### src/design/lifl_pkg.sv
// Shared types, widths, register codes and reset values of the LIF neuron layer.
// Used by lifl_mem, lifl_alu and lif_neuron_layer_unit; depends on nothing.
`timescale 1ns / 1ps

package lifl_pkg;

  // Default layer size
  localparam int NEURONS_DEF = 32;

  // Field widths
  localparam int IDX_W  = 5;
  localparam int V_W    = 16;
  localparam int ACC_W  = 24;
  localparam int REF_W  = 8;
  localparam int CNT_W  = 16;
  localparam int GAIN_W = 16;
  localparam int ADDR_W = 5;
  localparam int DATA_W = 32;

  // Register reset values
  localparam logic signed [V_W-1:0] REST_RST  = -16'sd16640;
  localparam logic signed [V_W-1:0] THR_RST   = -16'sd14080;
  localparam logic signed [V_W-1:0] AFTER_RST = -16'sd17920;
  localparam logic [GAIN_W-1:0]     GAIN_RST  = 16'd1638;
  localparam logic [REF_W-1:0]      REFR_RST  = 8'd3;

  // Accumulator saturation limits
  localparam logic signed [ACC_W-1:0] ACC_MAX = 24'sh7FFFFF;
  localparam logic signed [ACC_W-1:0] ACC_MIN = 24'sh800000;

  // Opcodes
  localparam logic OP_INJECT = 1'b0;
  localparam logic OP_TICK   = 1'b1;

  // Register indexes (word address bits)
  typedef enum logic [2:0] {
    REG_REST  = 3'd0,
    REG_THR   = 3'd1,
    REG_AFTER = 3'd2,
    REG_GAIN  = 3'd3,
    REG_REFR  = 3'd4
  } reg_idx_e;

  // One neuron's stored state
  typedef struct packed {
    logic signed [V_W-1:0]   v;
    logic signed [ACC_W-1:0] acc;
    logic [REF_W-1:0]        refr;
    logic [CNT_W-1:0]        cnt;
  } row_t;

  localparam row_t ROW_RST = '{v: REST_RST, acc: '0, refr: '0, cnt: '0};

  // Configuration seen by the datapath
  typedef struct packed {
    logic signed [V_W-1:0] rest;
    logic signed [V_W-1:0] thr;
    logic signed [V_W-1:0] after;
    logic [GAIN_W-1:0]     gain;
    logic [REF_W-1:0]      refr;
  } cfg_t;

  // Rows and flags produced by the shared datapath
  typedef struct packed {
    row_t tick_row;
    row_t refr_row;
    row_t inj_row;
    logic fire;
  } upd_t;

endpackage

### src/design/lifl_mem.sv
// Neuron state memory: one row per neuron, registered read, valid bit per row.
// Depends on lifl_pkg; a row never written since reset reads as the reset row.
`timescale 1ns / 1ps

module lifl_mem #(
  parameter int NEURONS = lifl_pkg::NEURONS_DEF,
  parameter int IW      = 5
) (
  input  logic             clk_i,
  input  logic             rst_ni,
  input  logic             rd_en_i,
  input  logic [IW-1:0]    rd_addr_i,
  output lifl_pkg::row_t   rd_row_o,
  input  logic             wr_en_i,
  input  logic [IW-1:0]    wr_addr_i,
  input  lifl_pkg::row_t   wr_row_i
);

  lifl_pkg::row_t     mem [NEURONS];
  lifl_pkg::row_t     rd_q;
  logic               rd_vld_q;
  logic [NEURONS-1:0] valid_q;

  // Write and read the row array
  always_ff @(posedge clk_i) begin
    if (wr_en_i) begin
      mem[wr_addr_i] <= wr_row_i;
    end
    if (rd_en_i) begin
      rd_q <= mem[rd_addr_i];
    end
  end

  // Track written rows
  always_ff @(posedge clk_i or negedge rst_ni) begin
    if (!rst_ni) begin
      valid_q  <= '0;
      rd_vld_q <= 1'b0;
    end else begin
      if (wr_en_i) begin
        valid_q[wr_addr_i] <= 1'b1;
      end
      if (rd_en_i) begin
        rd_vld_q <= valid_q[rd_addr_i];
      end
    end
  end

  // Substitute the reset row for rows never written
  assign rd_row_o = rd_vld_q ? rd_q : lifl_pkg::ROW_RST;

endmodule

### src/design/lifl_alu.sv
// Shared neuron datapath: leak multiply (registered), voltage update, spike test,
// refractory countdown and saturating inject. Depends on lifl_pkg.
`timescale 1ns / 1ps

module lifl_alu (
  input  logic                                  clk_i,
  input  logic                                  mul_en_i,
  input  lifl_pkg::cfg_t                        cfg_i,
  input  lifl_pkg::row_t                        row_i,
  input  logic signed [lifl_pkg::V_W-1:0]       amount_i,
  output lifl_pkg::upd_t                        upd_o
);

  logic signed [16:0] vdiff;
  logic signed [24:0] drive;
  logic signed [41:0] prod_d;
  logic signed [41:0] prod_q;
  logic signed [25:0] step;
  logic signed [26:0] vsum;
  logic signed [15:0] vnew;
  logic               fire;
  logic signed [24:0] isum;
  logic signed [23:0] inew;
  lifl_pkg::row_t     tick_row;
  lifl_pkg::row_t     refr_row;
  lifl_pkg::row_t     inj_row;

  // Leak drive: acc - (v - rest), then times gain
  assign vdiff  = {row_i.v[15], row_i.v} - {cfg_i.rest[15], cfg_i.rest};
  assign drive  = {row_i.acc[23], row_i.acc} - {{8{vdiff[16]}}, vdiff};
  assign prod_d = drive * $signed({1'b0, cfg_i.gain});

  // Hold product for the update step
  always_ff @(posedge clk_i) begin
    if (mul_en_i) begin
      prod_q <= prod_d;
    end
  end

  // Floor shift, add to voltage, saturate
  assign step = prod_q[41:16];
  assign vsum = {{11{row_i.v[15]}}, row_i.v} + {step[25], step};

  always_comb begin
    if (vsum > 27'sd32767) begin
      vnew = 16'sh7FFF;
    end else if (vsum < -27'sd32768) begin
      vnew = 16'sh8000;
    end else begin
      vnew = vsum[15:0];
    end
  end

  assign fire = vnew >= cfg_i.thr;

  // Row after an integrating step
  always_comb begin
    tick_row.acc = '0;
    if (fire) begin
      tick_row.v    = cfg_i.after;
      tick_row.refr = cfg_i.refr;
      tick_row.cnt  = (&row_i.cnt) ? row_i.cnt : row_i.cnt + 16'd1;
    end else begin
      tick_row.v    = vnew;
      tick_row.refr = row_i.refr;
      tick_row.cnt  = row_i.cnt;
    end
  end

  // Row after a refractory step
  always_comb begin
    refr_row      = row_i;
    refr_row.acc  = '0;
    refr_row.refr = row_i.refr - 8'd1;
  end

  // Saturating inject into the accumulator
  assign isum = {row_i.acc[23], row_i.acc} + {{9{amount_i[15]}}, amount_i};

  always_comb begin
    if (isum > $signed({lifl_pkg::ACC_MAX[23], lifl_pkg::ACC_MAX})) begin
      inew = lifl_pkg::ACC_MAX;
    end else if (isum < $signed({lifl_pkg::ACC_MIN[23], lifl_pkg::ACC_MIN})) begin
      inew = lifl_pkg::ACC_MIN;
    end else begin
      inew = isum[23:0];
    end
  end

  always_comb begin
    inj_row     = row_i;
    inj_row.acc = inew;
  end

  // Gather rows and spike flag
  assign upd_o = '{tick_row: tick_row, refr_row: refr_row, inj_row: inj_row, fire: fire};

endmodule

### src/design/lif_neuron_layer_unit.sv
// LIF neuron layer: an inject request is accepted with a row read, then its row is written.
// A tick request walks all neurons through the shared multiply/update unit, a free
// neuron through S_MUL and S_UPD and a refractory neuron through S_MUL only, between
// the accept and the end marker; the walk holds while the output stalls. One request
// is worked at a time.
// Reset (async, active low) restores registers and makes all rows read as rest state.
`timescale 1ns / 1ps

module lif_neuron_layer_unit #(
  parameter int NEURONS = lifl_pkg::NEURONS_DEF
) (
  input  logic                              clk_i,
  input  logic                              rst_ni,
  // request channel
  input  logic                              in_valid_i,
  output logic                              in_stall_o,
  input  logic                              opcode_i,
  input  logic [4:0]                        target_neuron_i,
  input  logic signed [15:0]                current_amount_i,
  // result channel
  output logic                              out_valid_o,
  input  logic                              out_stall_i,
  output logic [4:0]                        spiked_neuron_o,
  output logic [15:0]                       spike_total_o,
  output logic                              tick_end_o,
  // configuration port
  input  logic                              psel,
  input  logic                              penable,
  input  logic                              pwrite,
  input  logic [lifl_pkg::ADDR_W-1:0]       paddr,
  input  logic [lifl_pkg::DATA_W-1:0]       pwdata,
  output logic [lifl_pkg::DATA_W-1:0]       prdata,
  output logic                              pready
);

  localparam int IW = (NEURONS > 1) ? $clog2(NEURONS) : 1;

  typedef enum logic [2:0] {
    S_IDLE,
    S_INJ,
    S_MUL,
    S_UPD,
    S_END
  } state_e;

  state_e               state_q, state_d;
  logic [IW-1:0]        idx_q, idx_d, idx_nxt;
  logic signed [15:0]   amt_q, amt_d;
  logic                 ov_q, ov_d;
  logic [4:0]           sp_q, sp_d;
  logic [15:0]          tot_q, tot_d;
  logic                 end_q, end_d;

  lifl_pkg::cfg_t       cfg_q;
  lifl_pkg::row_t       row;
  lifl_pkg::row_t       wr_row;
  lifl_pkg::upd_t       upd;
  logic                 rd_en, wr_en, mul_en;
  logic [IW-1:0]        rd_addr;
  logic                 in_acc, out_free, last, tgt_ok, cfg_wr;

  // Configuration registers
  assign pready = 1'b1;
  assign cfg_wr = psel & penable & pwrite;

  always_ff @(posedge clk_i or negedge rst_ni) begin
    if (!rst_ni) begin
      cfg_q.rest  <= lifl_pkg::REST_RST;
      cfg_q.thr   <= lifl_pkg::THR_RST;
      cfg_q.after <= lifl_pkg::AFTER_RST;
      cfg_q.gain  <= lifl_pkg::GAIN_RST;
      cfg_q.refr  <= lifl_pkg::REFR_RST;
    end else if (cfg_wr) begin
      case (paddr[4:2])
        lifl_pkg::REG_REST:  cfg_q.rest  <= pwdata[15:0];
        lifl_pkg::REG_THR:   cfg_q.thr   <= pwdata[15:0];
        lifl_pkg::REG_AFTER: cfg_q.after <= pwdata[15:0];
        lifl_pkg::REG_GAIN:  cfg_q.gain  <= pwdata[15:0];
        lifl_pkg::REG_REFR:  cfg_q.refr  <= pwdata[7:0];
        default: ;
      endcase
    end
  end

  // Read back registers
  always_comb begin
    case (paddr[4:2])
      lifl_pkg::REG_REST:  prdata = {{16{cfg_q.rest[15]}}, cfg_q.rest};
      lifl_pkg::REG_THR:   prdata = {{16{cfg_q.thr[15]}}, cfg_q.thr};
      lifl_pkg::REG_AFTER: prdata = {{16{cfg_q.after[15]}}, cfg_q.after};
      lifl_pkg::REG_GAIN:  prdata = {16'd0, cfg_q.gain};
      lifl_pkg::REG_REFR:  prdata = {24'd0, cfg_q.refr};
      default:             prdata = '0;
    endcase
  end

  // Row memory and shared datapath
  lifl_mem #(
    .NEURONS (NEURONS),
    .IW      (IW)
  ) u_mem (
    .clk_i     (clk_i),
    .rst_ni    (rst_ni),
    .rd_en_i   (rd_en),
    .rd_addr_i (rd_addr),
    .rd_row_o  (row),
    .wr_en_i   (wr_en),
    .wr_addr_i (idx_q),
    .wr_row_i  (wr_row)
  );

  lifl_alu u_alu (
    .clk_i    (clk_i),
    .mul_en_i (mul_en),
    .cfg_i    (cfg_q),
    .row_i    (row),
    .amount_i (amt_q),
    .upd_o    (upd)
  );

  // Handshake helpers
  assign in_stall_o = (state_q != S_IDLE);
  assign in_acc     = in_valid_i & ~in_stall_o;
  assign out_free   = ~ov_q | ~out_stall_i;
  assign last       = (idx_q == IW'(NEURONS - 1));
  assign idx_nxt    = idx_q + IW'(1);
  assign tgt_ok     = (int'(target_neuron_i) < NEURONS);

  // Sequencer
  always_comb begin
    state_d = state_q;
    idx_d   = idx_q;
    amt_d   = amt_q;
    ov_d    = ov_q & ~out_free;
    sp_d    = sp_q;
    tot_d   = tot_q;
    end_d   = end_q;
    rd_en   = 1'b0;
    rd_addr = idx_nxt;
    wr_en   = 1'b0;
    wr_row  = upd.tick_row;
    mul_en  = 1'b0;
    case (state_q)
      S_IDLE: begin
        if (in_acc) begin
          if (opcode_i == lifl_pkg::OP_TICK) begin
            rd_en   = 1'b1;
            rd_addr = '0;
            idx_d   = '0;
            state_d = S_MUL;
          end else if (tgt_ok) begin
            rd_en   = 1'b1;
            rd_addr = IW'(target_neuron_i);
            idx_d   = IW'(target_neuron_i);
            amt_d   = current_amount_i;
            state_d = S_INJ;
          end
        end
      end
      S_INJ: begin
        wr_en   = 1'b1;
        wr_row  = upd.inj_row;
        state_d = S_IDLE;
      end
      S_MUL: begin
        if (row.refr != '0) begin
          // count refractory down, drop input
          wr_en  = 1'b1;
          wr_row = upd.refr_row;
          if (last) begin
            state_d = S_END;
          end else begin
            rd_en = 1'b1;
            idx_d = idx_nxt;
          end
        end else begin
          mul_en  = 1'b1;
          state_d = S_UPD;
        end
      end
      S_UPD: begin
        // hold while a spike cannot be placed in the output register
        if (!upd.fire || out_free) begin
          wr_en = 1'b1;
          if (upd.fire) begin
            ov_d  = 1'b1;
            sp_d  = 5'(idx_q);
            tot_d = upd.tick_row.cnt;
            end_d = 1'b0;
          end
          if (last) begin
            state_d = S_END;
          end else begin
            rd_en   = 1'b1;
            idx_d   = idx_nxt;
            state_d = S_MUL;
          end
        end
      end
      S_END: begin
        if (out_free) begin
          ov_d    = 1'b1;
          sp_d    = '0;
          tot_d   = '0;
          end_d   = 1'b1;
          state_d = S_IDLE;
        end
      end
      default: state_d = S_IDLE;
    endcase
  end

  // State and output registers
  always_ff @(posedge clk_i or negedge rst_ni) begin
    if (!rst_ni) begin
      state_q <= S_IDLE;
      idx_q   <= '0;
      amt_q   <= '0;
      ov_q    <= 1'b0;
      sp_q    <= '0;
      tot_q   <= '0;
      end_q   <= 1'b0;
    end else begin
      state_q <= state_d;
      idx_q   <= idx_d;
      amt_q   <= amt_d;
      ov_q    <= ov_d;
      sp_q    <= sp_d;
      tot_q   <= tot_d;
      end_q   <= end_d;
    end
  end

  assign out_valid_o     = ov_q;
  assign spiked_neuron_o = sp_q;
  assign spike_total_o   = tot_q;
  assign tick_end_o      = end_q;

  // A tick request keeps the input side busy in the next cycle
  a_tick_busy: assert property (@(posedge clk_i) disable iff (!rst_ni)
    in_acc && (opcode_i == lifl_pkg::OP_TICK) |=> in_stall_o)
    else $error("tick request did not start the neuron walk");

  // A spike result always carries a nonzero count
  a_spike_cnt: assert property (@(posedge clk_i) disable iff (!rst_ni)
    out_valid_o && !tick_end_o |-> spike_total_o != '0)
    else $error("spike result with zero count");

  // Placing the end marker returns the sequencer to idle
  a_end_idle: assert property (@(posedge clk_i) disable iff (!rst_ni)
    (state_q == S_END) && out_free |=> !in_stall_o && out_valid_o && tick_end_o)
    else $error("end marker not issued on leaving the tick");

  // Rows are written only while a request is in progress
  a_wr_busy: assert property (@(posedge clk_i) disable iff (!rst_ni)
    wr_en |-> in_stall_o)
    else $error("row write while idle");

endmodule
### config.mk
export PLATFORM = sky130hd
export DESIGN_NAME = lif_neuron_layer_unit
export DESIGN_NICKNAME = d
export VERILOG_FILES = /design/src/design/lifl_pkg.sv /design/src/design/lifl_mem.sv /design/src/design/lifl_alu.sv /design/src/design/lif_neuron_layer_unit.sv
export SDC_FILE = /design/constraint.sdc
export NUM_CORES = 2
export LEC_CHECK = 0
export ABC_AREA = 1
export BUFFER_PORTS_ARGS = -buffer_cell sky130_fd_sc_hd__buf_2
export CORE_ASPECT_RATIO = 0.5
export CORE_MARGIN = 5
export CORE_UTILIZATION = 63
export DETAILED_ROUTE_END_ITERATION = 8
export PLACE_DENSITY = 0.79
export SYNTH_ARGS = -nofsm -noshare
export SYNTH_HDL_FRONTEND = slang
export SYNTH_SLANG_ARGS = --single-unit
### constraint.sdc
create_clock -name clk_i -period 10.15 [get_ports clk_i]
set_input_delay 2.03 -clock clk_i [delete_from_list [all_inputs] [get_ports clk_i]]
set_output_delay 2.03 -clock clk_i [all_outputs]
set_load 0.05 [all_outputs]
==> key figures <==
Timing
  – Highest clock rate: 0.103 GHz
  – Slew Limit Headroom: 0.111
  – Final hold viol count: 0
  – RSZ-0062 raised after global routing: false
  – Worst-Margin Slew: 1.33 ns
  – Final Skew: 0.0645 ns
  – Setup TNS Final: 0 ns
  – Max-slew violations: 0
  – Final setup fails: 0
  – Fin crit share: 0.955
  – Tmin final: 9.69 ns

Logic synthesis
  – Synth warn: 0
  – Largest area contributor in the netlist: edfxtp_1
  – Asr flop ratio synth: 0.0664
  – Sequential share of the synthesized area: 0.614
  – Synth top area cells: edfxtp_1, fa_1, o21ai_0
  – Number of synthesized flops with an enable pin: 2138
  – Avg Cell Area, Syn: 11.2 um^2
  – Syn nets: 10600
  – Synth Register Bits: 2290
  – Post-Synthesis Cells: 9876
  – Yosys top cell area share: 0.579
  – Netlist Area Pre-Place: 111000 um^2
  – Ys flop type: edfxtp_1
  – Library cells used by synthesis: 60

Worst setup path
  – CP Buf/Inv Count: 8
  – CP Launch Type: flop
  – Worst path top cell family by delay: adder cells
  – Most Frequent Cell on Critical Path: nand2_1
  – CP endpoint kind: flop
  – Required time of the critical path: 10.73 ns
  – Crit-path max FO: 15
  – CP max stage cell: dfrtp_4
  – Critical path class: flop to flop
  – CP Data Arrival Time: 10.27 ns
  – Slowest Stage Delay on Critical Path: 0.63 ns

Detailed routing
  – Final WL: 326 mm
  – DR vias: 79700
  – DRT iter0 DRCs: 13300
  – Average wire per standard cell: 26.6 um
  – Drt drc: 0
  – Pre-Repair DR Iteration Count: 9
  – Via density: 6.52
  – DRT antenna net count: 0

GRT
  – Vias in the first global route: 76000
  – Busiest grt layer: met2
  – Gr usage total: 0.347
  – Antenna violations before repair: 16
  – First-pass GRT wire length: 478 mm
  – Grt total ovfl: 0
  – Met3 Usage GRT: 0.0807
  – Largest net degree at the start of global routing: 187
  – Met2 Resource Use GR: 0.525
  – Met1 Usage GRT: 0.483

Placed design
  – Port Buf Inserts: 103
  – Hpwl dp: 185 mm
  – Placer congestion estimate: 0.984

Clocking
  – Clock sinks: 2290
  – Root Buffer: clkbuf_16
  – TritonCTS Buffers: 193
  – CTS Hold Bufs: 0
  – Clock Path Buffers: 3
  – CTS tree: built
  – Worst skew pair latency: 0.88 ns
  – H-tree depth: 4
  – Worst-path clk slew: 0.06 ns

Floorplanning
  – Area of the die: 185000 um^2
  – Die H: 307 um
  – Row cnt: 108
  – CORE AREA: 174000 um^2
  – I/O pin count: 123
  – Initial core utilization: 0.636
  – Chip width: 603 um

Cells and area
  – Commonest non-fill, non-tap cell in the layout: edfxtp_1
  – Highest-count cells in the layout ignoring fill and taps: edfxtp_1, nor2_1, o21ai_0
  – Share of layout cells above drive strength 1: 0.0729
  – Multi-input gate area: 37400 um^2
  – Fillers: 12000
  – Fin nets: 10400
  – Layout Area Growth over Synthesis: 8.39%
  – Register Area: 68000 um^2

Status
  – Outcome: completed

Run
  – Max_cap viols: 0

Worst hold path
  – HP Class: flop to flop
[layout make-up]
class / count / area share
Multi-Input combinational cell: 6173 / 0.312
Antenna cell: 5 / 0.000104
Clock buffer: 238 / 0.0424
Timing Repair Buffer: 263 / 0.0183
Inverter: 836 / 0.0265
Tap cell: 2310 / 0.0241
Clock inverter: 121 / 0.0105
Sequential cell: 2290 / 0.566
[synth_stat cells (5+ instances only)]
library cell,count
nand3b_1,6
nand4_1,27
nor4_1,8
o21ai_1,208
nor2_1,1593
o221ai_1,26
a31oi_1,12
xnor2_1,28
or2_2,60
inv_1,817
o22ai_1,614
clkinv_1,7
a21boi_0,6
xor2_1,71
buf_6,7
o2111ai_1,5
a221oi_1,6
dfrtp_1,128
dfstp_2,24
nand2_2,7
fa_1,413
a21oi_1,147
inv_2,9
nand3_1,183
ha_1,200
o21bai_1,25
nor3_1,38
buf_4,44
buf_1,13
a21o_1,11
nand2_1,1102
o211ai_1,18
a22oi_1,11
o21a_1,28
o21ai_0,1293
clkbuf_1,357
edfxtp_1,2138
buf_2,155
[state kept, by name, indices dropped and copies added, names as in the netlist, 16 cells and up]
signal / flops
cfg_q: 72
u_mem.valid_q: 32
u_mem.rd_q: 64
u_alu.prod_q: 26
amt_q: 16
u_mem.mem: 2048
spike_total_o: 16
[timing repair]
item,4_1_cts,5_1_grt
hold endpoints to repair,0,0
gates resized for setup,0,2
endpoints found under the setup margin,0,7
buffers inserted,0,2
[metal layers]
layer / vias up / wire, um
li1: 34200 / -
met1: 38500 / 116000
met2: 6038 / 145000
met3: 1061 / 46500
met4: 6 / 18100
met5: - / 41
[per-stage QoR]
step | instance area, um^2 | std cells | hold slack (ns) | utilization | worst slack, ns
finish | 120000 | 12200 | 0.463 | 0.690 | 0.460
global route | 120000 | 12200 | 0.479 | 0.689 | 0.0659
CTS | 120000 | 12200 | 0.460 | 0.689 | 0.289
detailed placement | 114000 | 11900 | 0.446 | 0.653 | 0.327
global placement | 114000 | 11900 | 0.440 | 0.653 | 0.507
floorplan | 111000 | 9876 | 0.427 | - | 1.17
[worst min-delay path, stage by stage, from the launching register on]
cell and delay [ns]:
dfrtp_1 0.32, inv_1 0.05, o21ai_1 0.06
[worst paths after layout]
kind / from / endpoint / slack [ns] / cells after the start
max in group asynchronous: rst_ni / spike_total_o[14] / 7.55 / 2
min in group asynchronous: rst_ni / tick_end_o / 1.26 / 1
setup / recovery: u_mem.rd_vld_q / u_alu.prod_q[39] / 0.46 / 36
hold reg to reg: u_mem.valid_q[29] / u_mem.valid_q[29] / 0.46 / 2
setup reg to reg: u_mem.rd_vld_q / u_alu.prod_q[39] / 0.46 / 36
hold / removal: u_mem.valid_q[29] / u_mem.valid_q[29] / 0.46 / 2
[cell families after synthesis]
logic type | share of synthesized area
other cells | 0.0000338
flops | 0.614
buf+inv | 0.0516
simple gates | 0.109
xor+xnor | 0.00782
fa+ha+maj | 0.0972
compound gates | 0.121
Power is not shown: default switching activity piles up to over one toggle a cycle in this logic, so the estimate is an artifact.
